File: config.mk
export PLATFORM = sky130hd
export DESIGN_NAME = valve_hardstop_calibration_sequencer_unit_flat
export DESIGN_NICKNAME = d
export VERILOG_FILES = /design/src/rtl/vhcs_pkg.sv /design/src/rtl/vhcs_chan_if.sv /design/src/rtl/vhcs_div.sv /design/src/rtl/valve_hardstop_calibration_sequencer_unit.sv /design/src/flat_wrapper.sv
export VERILOG_INCLUDE_DIRS = /design/src /design/src/rtl
export SDC_FILE = /design/constraint.sdc
export NUM_CORES = 1
export LEC_CHECK = 0
export BUFFER_PORTS_ARGS = -buffer_cell sky130_fd_sc_hd__buf_4
export CELL_PAD_IN_SITES_DETAIL_PLACEMENT = 0
export CELL_PAD_IN_SITES_GLOBAL_PLACEMENT = 2
export CORE_MARGIN = 2
export CORE_UTILIZATION = 35
export CTS_CLUSTER_SIZE = 25
export DETAILED_ROUTE_END_ITERATION = 8
export GPL_TIMING_DRIVEN = 1
export PLACE_DENSITY_LB_ADDON = 0.1
export REMOVE_ABC_BUFFERS = 1
export SLEW_MARGIN = 20
export SYNTH_ARGS = -nofsm -noshare
export SYNTH_HDL_FRONTEND = slang
export SYNTH_SLANG_ARGS = --single-unit
File: constraint.sdc
create_clock -name i_clk -period 7.8 [get_ports i_clk]
set_clock_uncertainty 0.05 [all_clocks]
set_input_delay 0 -clock i_clk [delete_from_list [all_inputs] [get_ports i_clk]]
set_output_delay 0 -clock i_clk [all_outputs]
set_load 0.005 [all_outputs]
File: src/rtl/assert_macros.svh
// Assertion macros for the calibration sequencer RTL.
`ifndef ASSERT_MACROS_SVH
`define ASSERT_MACROS_SVH

// Same-cycle implication, disabled while reset is held.
`define VHCS_ASSERT_IMP(lbl, clk, rst_n, ante, cons, msg) \
    lbl: assert property (@(posedge clk) disable iff (!(rst_n)) (ante) |-> (cons)) \
        else $error(msg);

// Next-cycle implication, disabled while reset is held.
`define VHCS_ASSERT_NXT(lbl, clk, rst_n, ante, cons, msg) \
    lbl: assert property (@(posedge clk) disable iff (!(rst_n)) (ante) |=> (cons)) \
        else $error(msg);

`endif

File: src/rtl/vhcs_pkg.sv
// Shared types and constants of the valve hard-stop calibration sequencer.
package vhcs_pkg;

    localparam int ANG_W      = 32;
    localparam int TIME_W     = 32;
    localparam int SEEK_W     = 21;
    localparam int LIMIT_W    = 24;
    localparam int MS_W       = 16;
    localparam int PHASE_W    = 3;
    localparam int CFG_IDX_W  = 3;
    localparam int CFG_DATA_W = 32;

    // register indexes
    localparam logic [CFG_IDX_W-1:0] CFG_SEEK_STEP      = 3'd0;
    localparam logic [CFG_IDX_W-1:0] CFG_TRACKING_LIMIT = 3'd1;
    localparam logic [CFG_IDX_W-1:0] CFG_SETTLE_MS      = 3'd2;
    localparam logic [CFG_IDX_W-1:0] CFG_POWER_OFF_MS   = 3'd3;
    localparam logic [CFG_IDX_W-1:0] CFG_REPOWER_MS     = 3'd4;
    localparam logic [CFG_IDX_W-1:0] CFG_HOME_MS        = 3'd5;
    localparam logic [CFG_IDX_W-1:0] CFG_HOME_POSITION  = 3'd6;

    // calibration phases
    localparam logic [PHASE_W-1:0] PH_SEEK    = 3'd0;
    localparam logic [PHASE_W-1:0] PH_SETTLE  = 3'd1;
    localparam logic [PHASE_W-1:0] PH_OFF     = 3'd2;
    localparam logic [PHASE_W-1:0] PH_REPOWER = 3'd3;
    localparam logic [PHASE_W-1:0] PH_HOME    = 3'd4;

    // item operations
    localparam logic OP_TICK  = 1'b0;
    localparam logic OP_RESET = 1'b1;

    localparam logic [MS_W-1:0] SETTLE_MS_RST    = 16'd1000;
    localparam logic [MS_W-1:0] POWER_OFF_MS_RST = 16'd4000;
    localparam logic [MS_W-1:0] REPOWER_MS_RST   = 16'd5000;
    localparam logic [MS_W-1:0] HOME_MS_RST      = 16'd6500;

    localparam logic signed [ANG_W-1:0] ANG_MAX = 32'sh7FFF_FFFF;
    localparam logic signed [ANG_W-1:0] ANG_MIN = 32'sh8000_0000;

    typedef struct packed {
        logic                    op;
        logic [1:0]              valve_sel;
        logic [TIME_W-1:0]       time_ms;
        logic signed [ANG_W-1:0] measured_pos;
        logic signed [ANG_W-1:0] encoder_pos;
    } t_vhcs_in;

    typedef struct packed {
        logic                    drive_enable;
        logic signed [ANG_W-1:0] target_angle;
        logic                    stop_found;
        logic [PHASE_W-1:0]      phase_now;
        logic                    bad_valve;
    } t_vhcs_out;

endpackage

File: src/rtl/vhcs_chan_if.sv
// Valid/ready channel carrying one item of type T.
interface vhcs_chan_if #(
    parameter type T = logic
) ();
    logic valid;
    logic ready;
    T     data;

    modport source (output valid, output data, input ready);
    modport sink   (input valid, input data, output ready);
endinterface

File: src/rtl/vhcs_div.sv
// Bit-serial restoring divider: one quotient bit per cycle.
module vhcs_div
    import vhcs_pkg::*;
#(
    parameter int DV_W = 9
) (
    input  logic                  i_clk,
    input  logic                  i_rst_n,
    input  logic                  i_start,
    input  logic [SEEK_W-1:0]     i_dividend,
    input  logic [DV_W-1:0]       i_divisor,
    output logic                  o_done,
    output logic [SEEK_W-1:0]     o_quot
);

    localparam int CNT_W = $clog2(SEEK_W + 1);

    logic              r_busy;
    logic              r_done;
    logic [CNT_W-1:0]  r_cnt;
    logic [DV_W-1:0]   r_rem;
    logic [DV_W-1:0]   r_dvs;
    logic [SEEK_W-1:0] r_dvd;
    logic [DV_W:0]     w_trial;

    // shift the next dividend bit into the remainder and try the subtraction
    assign w_trial = {r_rem, r_dvd[SEEK_W-1]} - {1'b0, r_dvs};

    always_ff @(posedge i_clk) begin
        if (!i_rst_n) begin
            r_busy <= 1'b0;
            r_done <= 1'b0;
            r_cnt  <= '0;
        end else begin
            r_done <= 1'b0;
            if (i_start) begin
                r_busy <= 1'b1;
                r_cnt  <= CNT_W'(SEEK_W);
            end else if (r_busy) begin
                r_cnt <= r_cnt - 1'b1;
                if (r_cnt == CNT_W'(1)) begin
                    r_busy <= 1'b0;
                    r_done <= 1'b1;
                end
            end
        end
    end

    always_ff @(posedge i_clk) begin
        if (i_start) begin
            r_rem <= '0;
            r_dvs <= i_divisor;
            r_dvd <= i_dividend;
        end else if (r_busy) begin
            if (!w_trial[DV_W]) begin
                r_rem <= w_trial[DV_W-1:0];
                r_dvd <= {r_dvd[SEEK_W-2:0], 1'b1};
            end else begin
                r_rem <= {r_rem[DV_W-2:0], r_dvd[SEEK_W-1]};
                r_dvd <= {r_dvd[SEEK_W-2:0], 1'b0};
            end
        end
    end

    assign o_done = r_done;
    assign o_quot = r_dvd;

endmodule

File: src/rtl/valve_hardstop_calibration_sequencer_unit.sv
// Top level of the two-valve hard-stop calibration sequencer.
//
//  channel   | dir | type        | carries
//  ----------+-----+-------------+-----------------------------------------------
//  i_in      | in  | t_vhcs_in   | tick or reset item: op, valve, time, pos, enc
//  o_out     | out | t_vhcs_out  | one result per tick item, none per reset item
//  i_cfg_*   | in  | write port  | seven calibration registers, index 0 to 6
//
// A tracking seek tick steps through exec, mismatch, compare, a wait on the
// bit-serial divider (one quotient bit per cycle over the 21-bit seek step) and
// emit; stop ticks skip the divider, others go exec to emit, resets end at exec.
// Reset is synchronous and active low; it loads the register defaults and
// returns every valve to seek with zero target, offset, pass count and stamp.
// A waiting result sits in the output register while the next item is taken;
// a new result stalls only if the previous one has still not been taken.
`include "assert_macros.svh"

module valve_hardstop_calibration_sequencer_unit
    import vhcs_pkg::*;
#(
    parameter int PASS_MAX      = 255,
    parameter int POS_FRAC_BITS = 20
) (
    input  logic                  i_clk,
    input  logic                  i_rst_n,
    vhcs_chan_if.sink             i_in,
    vhcs_chan_if.source           o_out,
    input  logic                  i_cfg_we,
    input  logic [CFG_IDX_W-1:0]  i_cfg_idx,
    input  logic [CFG_DATA_W-1:0] i_cfg_data
);

    // pass counter and divisor widths follow the saturation limit
    localparam int PC_W = $clog2(PASS_MAX + 1);
    localparam int DV_W = PC_W + 1;
    localparam logic [PC_W-1:0] PASS_LIM = PC_W'(PASS_MAX);

    // register defaults in the chosen fixed-point format
    localparam longint unsigned TWO_DEG  = 64'd2 << POS_FRAC_BITS;
    localparam longint unsigned HOME_RAW = 64'd95 << POS_FRAC_BITS;
    localparam logic [SEEK_W-1:0]  SEEK_RST  = SEEK_W'(TWO_DEG / 1000);
    localparam logic [LIMIT_W-1:0] LIMIT_RST = LIMIT_W'(TWO_DEG / 10);
    localparam logic signed [ANG_W-1:0] HOME_RST =
        (HOME_RAW > 64'h7FFF_FFFF) ? ANG_MAX : ANG_W'(HOME_RAW);

    // sequencer states
    localparam logic [2:0] S_IDLE = 3'd0;
    localparam logic [2:0] S_EXEC = 3'd1;
    localparam logic [2:0] S_MIS  = 3'd2;
    localparam logic [2:0] S_CMP  = 3'd3;
    localparam logic [2:0] S_DIV  = 3'd4;
    localparam logic [2:0] S_EMIT = 3'd5;

    // configuration
    logic [SEEK_W-1:0]       r_seek_step;
    logic [LIMIT_W-1:0]      r_limit;
    logic [MS_W-1:0]         r_settle_ms;
    logic [MS_W-1:0]         r_power_off_ms;
    logic [MS_W-1:0]         r_repower_ms;
    logic [MS_W-1:0]         r_home_ms;
    logic signed [ANG_W-1:0] r_home_pos;

    // calibration state
    logic [PHASE_W-1:0]      r_phase;
    logic [PC_W-1:0]         r_pass;
    logic [TIME_W-1:0]       r_stamp;
    logic                    r_stamp_vld;
    logic signed [ANG_W-1:0] r_target [2];
    logic signed [ANG_W-1:0] r_offset [2];

    // item under work
    logic                    r_op;
    logic                    r_v;
    logic                    r_bad;
    logic [TIME_W-1:0]       r_now;
    logic signed [ANG_W-1:0] r_pos;
    logic signed [ANG_W-1:0] r_enc;

    // working registers
    logic [2:0]              r_state;
    logic signed [ANG_W:0]   r_sum;
    logic signed [ANG_W+1:0] r_mis;
    t_vhcs_out               r_res;
    t_vhcs_out               r_out;
    logic                    r_ov;

    logic                    w_accept;
    logic [TIME_W-1:0]       w_elapsed;
    logic [MS_W-1:0]         w_thr;
    logic [PHASE_W-1:0]      w_next_ph;
    logic                    w_timed;
    logic                    w_adv;
    logic signed [ANG_W+1:0] w_lim_p;
    logic signed [ANG_W+1:0] w_lim_n;
    logic                    w_in_range;
    logic signed [ANG_W:0]   w_rst_diff;
    logic signed [ANG_W:0]   w_tadd;
    logic                    w_div_start;
    logic                    w_div_done;
    logic [SEEK_W-1:0]       w_quot;
    logic [DV_W-1:0]         w_divisor;

    function automatic logic signed [ANG_W-1:0] f_sat(input logic signed [ANG_W:0] v);
        if (v[ANG_W] != v[ANG_W-1]) begin
            f_sat = v[ANG_W] ? ANG_MIN : ANG_MAX;
        end else begin
            f_sat = v[ANG_W-1:0];
        end
    endfunction

    assign w_accept     = i_in.valid && i_in.ready;
    assign i_in.ready   = (r_state == S_IDLE);
    assign o_out.valid  = r_ov;
    assign o_out.data   = r_out;

    // time since the captured stamp, modulo 2^32
    assign w_elapsed = r_now - r_stamp;

    // pick the delay of the current timed phase and its successor
    always_comb begin
        w_thr     = r_home_ms;
        w_next_ph = r_phase;
        w_timed   = 1'b0;
        case (r_phase)
            PH_SETTLE: begin
                w_thr     = r_settle_ms;
                w_next_ph = PH_OFF;
                w_timed   = r_stamp_vld;
            end
            PH_OFF: begin
                w_thr     = r_power_off_ms;
                w_next_ph = PH_REPOWER;
                w_timed   = 1'b1;
            end
            PH_REPOWER: begin
                w_thr     = r_repower_ms;
                w_next_ph = PH_HOME;
                w_timed   = 1'b1;
            end
            PH_HOME: begin
                w_thr     = r_home_ms;
                w_next_ph = PH_SEEK;
                w_timed   = 1'b1;
            end
            default: begin
                w_timed = 1'b0;
            end
        endcase
    end

    assign w_adv = w_timed && (w_elapsed >= {{(TIME_W-MS_W){1'b0}}, w_thr});

    // tracking window: |mis| <= limit without negating the mismatch
    assign w_lim_p    = {{(ANG_W+2-LIMIT_W){1'b0}}, r_limit};
    assign w_lim_n    = -w_lim_p;
    assign w_in_range = r_mis[ANG_W+1] ? (r_mis >= w_lim_n) : (r_mis <= w_lim_p);

    assign w_rst_diff = {r_pos[ANG_W-1], r_pos} - {r_enc[ANG_W-1], r_enc};
    assign w_tadd     = {r_target[r_v][ANG_W-1], r_target[r_v]}
                      + {{(ANG_W+1-SEEK_W){1'b0}}, w_quot};

    assign w_div_start = (r_state == S_CMP) && w_in_range;
    assign w_divisor   = {1'b0, r_pass} + DV_W'(1);

    vhcs_div #(
        .DV_W (DV_W)
    ) u_div (
        .i_clk      (i_clk),
        .i_rst_n    (i_rst_n),
        .i_start    (w_div_start),
        .i_dividend (r_seek_step),
        .i_divisor  (w_divisor),
        .o_done     (w_div_done),
        .o_quot     (w_quot)
    );

    // configuration writes
    always_ff @(posedge i_clk) begin
        if (!i_rst_n) begin
            r_seek_step    <= SEEK_RST;
            r_limit        <= LIMIT_RST;
            r_settle_ms    <= SETTLE_MS_RST;
            r_power_off_ms <= POWER_OFF_MS_RST;
            r_repower_ms   <= REPOWER_MS_RST;
            r_home_ms      <= HOME_MS_RST;
            r_home_pos     <= HOME_RST;
        end else if (i_cfg_we) begin
            case (i_cfg_idx)
                CFG_SEEK_STEP:      r_seek_step    <= i_cfg_data[SEEK_W-1:0];
                CFG_TRACKING_LIMIT: r_limit        <= i_cfg_data[LIMIT_W-1:0];
                CFG_SETTLE_MS:      r_settle_ms    <= i_cfg_data[MS_W-1:0];
                CFG_POWER_OFF_MS:   r_power_off_ms <= i_cfg_data[MS_W-1:0];
                CFG_REPOWER_MS:     r_repower_ms   <= i_cfg_data[MS_W-1:0];
                CFG_HOME_MS:        r_home_ms      <= i_cfg_data[MS_W-1:0];
                CFG_HOME_POSITION:  r_home_pos     <= signed'(i_cfg_data[ANG_W-1:0]);
                default: begin
                end
            endcase
        end
    end

    // capture the item on acceptance
    always_ff @(posedge i_clk) begin
        if (w_accept) begin
            r_op  <= i_in.data.op;
            r_v   <= i_in.data.valve_sel[0];
            r_bad <= i_in.data.valve_sel[1];
            r_now <= i_in.data.time_ms;
            r_pos <= i_in.data.measured_pos;
            r_enc <= i_in.data.encoder_pos;
        end
    end

    // sequencer
    always_ff @(posedge i_clk) begin
        if (!i_rst_n) begin
            r_state     <= S_IDLE;
            r_phase     <= PH_SEEK;
            r_pass      <= '0;
            r_stamp     <= '0;
            r_stamp_vld <= 1'b0;
            r_target[0] <= '0;
            r_target[1] <= '0;
            r_offset[0] <= '0;
            r_offset[1] <= '0;
            r_ov        <= 1'b0;
        end else begin
            // load a finished result into a free output register, drop it once taken
            if ((r_state == S_EMIT) && (!r_ov || o_out.ready)) begin
                r_ov <= 1'b1;
            end else if (o_out.ready) begin
                r_ov <= 1'b0;
            end
            case (r_state)
                S_IDLE: begin
                    if (w_accept) begin
                        r_state <= S_EXEC;
                    end
                end
                S_EXEC: begin
                    if (r_op == OP_RESET) begin
                        // restart the sequence on a supported valve, no result
                        if (!r_bad) begin
                            r_phase       <= PH_SEEK;
                            r_pass        <= '0;
                            r_stamp       <= '0;
                            r_stamp_vld   <= 1'b0;
                            r_target[r_v] <= r_enc;
                            r_offset[r_v] <= f_sat(w_rst_diff);
                        end
                        r_state <= S_IDLE;
                    end else if (r_bad) begin
                        r_res   <= '{drive_enable: 1'b0, target_angle: '0, stop_found: 1'b0,
                                     phase_now: '0, bad_valve: 1'b1};
                        r_state <= S_EMIT;
                    end else if (r_phase == PH_SEEK) begin
                        r_res   <= '{drive_enable: 1'b1, target_angle: '0, stop_found: 1'b0,
                                     phase_now: PH_SEEK, bad_valve: 1'b0};
                        r_sum   <= {r_offset[r_v][ANG_W-1], r_offset[r_v]}
                                 + {r_enc[ANG_W-1], r_enc};
                        r_state <= S_MIS;
                    end else begin
                        r_res <= '{
                            drive_enable: !((r_phase == PH_SETTLE) || (r_phase == PH_OFF)),
                            target_angle: (r_phase == PH_HOME) ? r_home_pos : '0,
                            stop_found:   1'b0,
                            phase_now:    w_adv ? w_next_ph : r_phase,
                            bad_valve:    1'b0
                        };
                        if (w_adv) begin
                            r_phase <= w_next_ph;
                        end
                        // first settle tick captures the time stamp
                        if ((r_phase == PH_SETTLE) && !r_stamp_vld) begin
                            r_stamp     <= r_now;
                            r_stamp_vld <= 1'b1;
                        end
                        if (r_phase == PH_HOME) begin
                            r_offset[r_v] <= '0;
                            r_target[r_v] <= r_home_pos;
                        end
                        r_state <= S_EMIT;
                    end
                end
                S_MIS: begin
                    r_mis   <= {{2{r_pos[ANG_W-1]}}, r_pos} - {r_sum[ANG_W], r_sum};
                    r_state <= S_CMP;
                end
                S_CMP: begin
                    if (w_in_range) begin
                        // still tracking: wait for the shrinking step
                        r_state <= S_DIV;
                    end else begin
                        r_res   <= '{drive_enable: 1'b1, target_angle: r_enc,
                                     stop_found: 1'b1, phase_now: PH_SETTLE,
                                     bad_valve: 1'b0};
                        r_phase <= PH_SETTLE;
                        if (r_pass < PASS_LIM) begin
                            r_pass <= r_pass + 1'b1;
                        end
                        r_state <= S_EMIT;
                    end
                end
                S_DIV: begin
                    if (w_div_done) begin
                        r_target[r_v]      <= f_sat(w_tadd);
                        r_res.target_angle <= f_sat(w_tadd);
                        r_state            <= S_EMIT;
                    end
                end
                S_EMIT: begin
                    // hold until the output register is free
                    if (!r_ov || o_out.ready) begin
                        r_out   <= r_res;
                        r_state <= S_IDLE;
                    end
                end
                default: begin
                    r_state <= S_IDLE;
                end
            endcase
        end
    end

    `VHCS_ASSERT_IMP(a_div_done_in_wait, i_clk, i_rst_n, w_div_done, r_state == S_DIV, "quotient arrived outside the divide wait")
    `VHCS_ASSERT_IMP(a_pass_bound, i_clk, i_rst_n, 1'b1, r_pass <= PASS_LIM, "pass count beyond its limit")
    `VHCS_ASSERT_NXT(a_emit_loads, i_clk, i_rst_n, (r_state == S_EMIT) && (!r_ov || o_out.ready), r_ov && (r_state == S_IDLE), "result not loaded on a free output")

endmodule

File: src/flat_wrapper.sv
// flat-port wrapper written by rule: the top's interface ports become plain ports
module valve_hardstop_calibration_sequencer_unit_flat import vhcs_pkg::*;
#(
    parameter int PASS_MAX      = 255,
    parameter int POS_FRAC_BITS = 20
)
  (i_clk, i_rst_n, i_cfg_we, i_cfg_idx, i_cfg_data, i_in_valid, i_in_data, i_in_ready, o_out_valid, o_out_data, o_out_ready);
  vhcs_chan_if #(.T(t_vhcs_in)) i_in_i ();
  vhcs_chan_if #(.T(t_vhcs_out)) o_out_i ();
  input  logic i_clk;
  input  logic i_rst_n;
  input  logic i_cfg_we;
  input  logic [CFG_IDX_W-1:0] i_cfg_idx;
  input  logic [CFG_DATA_W-1:0] i_cfg_data;
  input wire logic [$bits(i_in_i.valid)-1:0] i_in_valid;
  input wire logic [$bits(i_in_i.data)-1:0] i_in_data;
  output wire logic [$bits(i_in_i.ready)-1:0] i_in_ready;
  output wire logic [$bits(o_out_i.valid)-1:0] o_out_valid;
  output wire logic [$bits(o_out_i.data)-1:0] o_out_data;
  input wire logic [$bits(o_out_i.ready)-1:0] o_out_ready;
  assign i_in_i.valid = i_in_valid;
  assign i_in_i.data = i_in_data;
  assign i_in_ready = i_in_i.ready;
  assign o_out_valid = o_out_i.valid;
  assign o_out_data = o_out_i.data;
  assign o_out_i.ready = o_out_ready;
  valve_hardstop_calibration_sequencer_unit #(.PASS_MAX(PASS_MAX), .POS_FRAC_BITS(POS_FRAC_BITS)) u_core (.i_clk(i_clk), .i_rst_n(i_rst_n), .i_in(i_in_i), .o_out(o_out_i), .i_cfg_we(i_cfg_we), .i_cfg_idx(i_cfg_idx), .i_cfg_data(i_cfg_data));
endmodule
==> results.ini <==
[run_status]
status=completed

[floorplan]
start_util_pct=35.2
die_area_sq_um=101000
die_height_microns=319
core_area_sq_um=98300
ios=179
dieWidth_microns=319
rows=115

[yosys]
yosysUniqueCellTypes=91
ys_ff_latch=606
synth.most_common_cell=nand2_1
ys_warn_count=0
synthTopCellsByCount=416 x nand2_1, 400 x edfxtp_1, 319 x a21oi_1
synth.area.top_cells=edfxtp_1 35%, dfxtp_1 12%, ha_1 8.5%
synth_edf_count=400
synth_top_area_share_pct=34.7
syn_avg_cell_area_sq_um=9.82
syn_area_sq_um=34600
synthArstFlopShare_pct=0
synth_ff_type=edfxtp_1
yosysSeqAreaShare_pct=46.6
syn_inst=3528
synth_top_cell_by_area=edfxtp_1

[final_layout]
areaGrowthSynthToFinish_pct=22.0
fillerInstances=9568
n_antenna_cell=0
layout-drive-gt1-share_pct=13.2
fin_nets=4262

[power_and_ir_drop]
total_power_mw=9.14
power_density_nw_per_um2=216
vdd_drop_max_mv=0.164
p_leak_nw=16.7

[routing]
ant_nets=0
num_vias=27900
viasPerCell=5.34
drtPass1Iterations=5
wl_per_cell_microns=21.8
drc_errors=0
wirelength_microns=114000
drtIter0Drc=1804

[clock_network]
htreeDepth=3
cts_tree=built
insertion_delay_ns=0.65
clkTransAtPathRegs_ns=0.06
root_buffer=clkbuf_16
cts_made_buffers=76
clock_sinks=606
cts.path.max_buffers=3
postCtsSetupBuffers=0

[grt]
grt_max_degree=67
grtUsageTotal_pct=22.2
antenna_found_initial=3
grt_pass1_vias=27900
grt_pass1_wl_microns=172000
grt_overflow=0

[timing]
finalSetupViolCount=0
slew_headroom_pct=27.2
fin_hold_ws_ns=0.0314
grt_setup_unrepaired=false
maxSlewViolCount=0
worstMarginPinSlew_ns=1.09
timing.fmax_mhz=155
hold_viol=0
finalCritPeriodShare_pct=82.6
min_period_ns=6.44
tns_ns=0

[setup_path]
critPathLaunchType=register
crit_fanout=32
worstPathArrival_ns=6.68
critPathCaptureType=register
worstRegToRegCells=20
timing.rr.start=u_core.r_limit[7]$_SDFFE_PN0P_
required_ns=8.04
timing.reg2reg.setup_slack_ns=1.36
worstSetupPathType=reg2reg
r2r-end=u_core.r_res[34]$_DFFE_PP_

[flow_run]
maxCapViolations=0

[worst_hold_path]
min_path_type=in2reg
hold_path.startpoint=i_in_data[40]
worstHoldPathCells=2
min_to=u_core.r_pos[8]$_DFFE_PP_

[placed_design]
post-dp-hpwl_microns=81900
place_congestion=0.842
io_buffers=178

-- power by group --
part	internal [mW]	switching, mW	total [mW]
sequential	3.59	0.120	3.71
combinational	0.685	0.956	1.64
clock	2.33	1.47	3.79
-- per-stage QoR --
step	utilization (%)	std cells	area, sq um	worst slack [ns]
after floorplan	-	3370	34000	2.09
after global placement	38.1	4882	37400	1.45
after detailed placement	38.1	4884	37400	1.47
after CTS	43.0	5232	42200	1.43
after global routing	43.0	5233	42200	0.919
final	43.0	5233	42200	1.36
-- routing by layer --
metal	vias up	global-route usage (%)	wire (microns)
li1	13500	-	-
met1	13600	29.8	52100
met2	653	36.9	53200
met3	163	3.16	5090
met4	0	7.08	3640
met5	-	0	0
-- worst max-delay path, stage by stage (launching register included) --
cell and delay [ns]:
dfxtp_1 0.33, inv_1 0.12, nand4_1 0.21, nor4_1 0.48, nand2_1 0.25, nor3_1 0.89, nand2_1 0.21, nor3_1 0.22
xnor2_1 0.15, ha_1 0.27, a21o_1 0.19, a21o_1 0.17, a21oi_1 0.15, o211ai_1 0.11, a311oi_1 0.30, o2111ai_1 0.16
mux2i_1 0.48, mux2_2 0.32, o21ai_0 0.27, a21oi_4 0.21, buf_4 0.49
-- worst max-delay path by stage --
stage | start | endpoint | slack [ns] | cells past startpoint
after floorplan | u_core.r_limit[7]$_SDFFE_PN0P_ | u_core.r_res[10]$_DFFE_PP_ | 2.09 | 19
after global placement | u_core.r_limit[8]$_SDFFE_PN1P_ | u_core.r_res[33]$_DFFE_PP_ | 1.45 | 20
after detailed placement | u_core.r_limit[7]$_SDFFE_PN0P_ | u_core.r_res[36]$_DFFE_PP_ | 1.47 | 20
final | u_core.r_limit[7]$_SDFFE_PN0P_ | u_core.r_res[34]$_DFFE_PP_ | 1.36 | 20
after CTS | u_core.r_limit[7]$_SDFFE_PN0P_ | u_core.r_res[24]$_DFFE_PP_ | 1.43 | 20
after global routing | u_core.r_limit[7]$_SDFFE_PN0P_ | u_core.r_res[14]$_DFFE_PP_ | 0.92 | 20
-- cell families (layout without fill, tap and decap cells) --
logic type,after synthesis,in the layout,share of synthesized area [%]
xor+xnor,161,161,4.07
compound gates,859,859,15.9
simple gates,1137,1137,15.5
mux,165,165,5.17
fa+ha+maj,241,241,8.84
buf+inv,359,777,3.98
flops,606,606,46.6
-- cell usage in the layout, fill, tap and decap left out, drive strengths merged, types with 22 or more instances in the layout --
cell / netlist / routed
and3: 30 / 30
xnor2: 114 / 114
nor4: 22 / 22
mux2: 106 / 106
nand3: 82 / 82
nand2: 416 / 416
dlygate4sd3: 0 / 206
nand2b: 35 / 35
o21a: 74 / 74
a22oi: 34 / 34
ha: 235 / 235
edfxtp: 400 / 400
a21o: 100 / 100
a31oi: 23 / 23
nand4: 35 / 35
nor3: 101 / 101
o211ai: 25 / 25
nor3b: 39 / 39
a21oi: 321 / 321
nor2b: 46 / 46
dfxtp: 206 / 206
mux2i: 59 / 59
clkbuf: 132 / 109
buf: 26 / 228
o21ai: 128 / 128
nor2: 258 / 258
a211oi: 27 / 27
inv: 201 / 204
xor2: 47 / 47
-- flip-flops by register name, indices dropped and copies added, names as in the netlist, 21 cells and up, named ones only --
| name | count |
|---|---|
| u_core.r_offset | 64 |
| u_core.r_limit | 24 |
| u_core.r_target | 64 |
| u_core.r_now | 32 |
| u_core.o_out.data | 38 |
| u_core.r_stamp | 32 |
| u_core.r_res | 38 |
| u_core.u_div.o_quot | 21 |
| u_core.r_enc | 32 |
| u_core.r_sum | 33 |
| u_core.r_seek_step | 21 |
| u_core.r_mis | 34 |
| u_core.r_pos | 32 |
| u_core.r_home_pos | 32 |
-- what timing repair did --
| action | 4_1_cts | 5_1_grt |
|---|---|---|
| gates resized for setup | 0 | 0 |
| setup endpoints to repair | 0 | 0 |
| hold buffers | 206 | 0 |
| endpoints found under the hold margin | 247 | 0 |
-- layout make-up --
cell class                      instances  area (sq um)  share of cell area [%]
Inverter                              201           757                    1.79
Timing Repair Buffer                  434          3810                    9.01
Tap cell                             1287          1610                    3.81
Clock inverter                         33           408                   0.966
Clock buffer                          109          2300                    5.45
Multi-Input combinational cell       2563         17200                    40.8
Sequential cell                       606         16100                    38.2
Power figures use the tool's default switching activity.
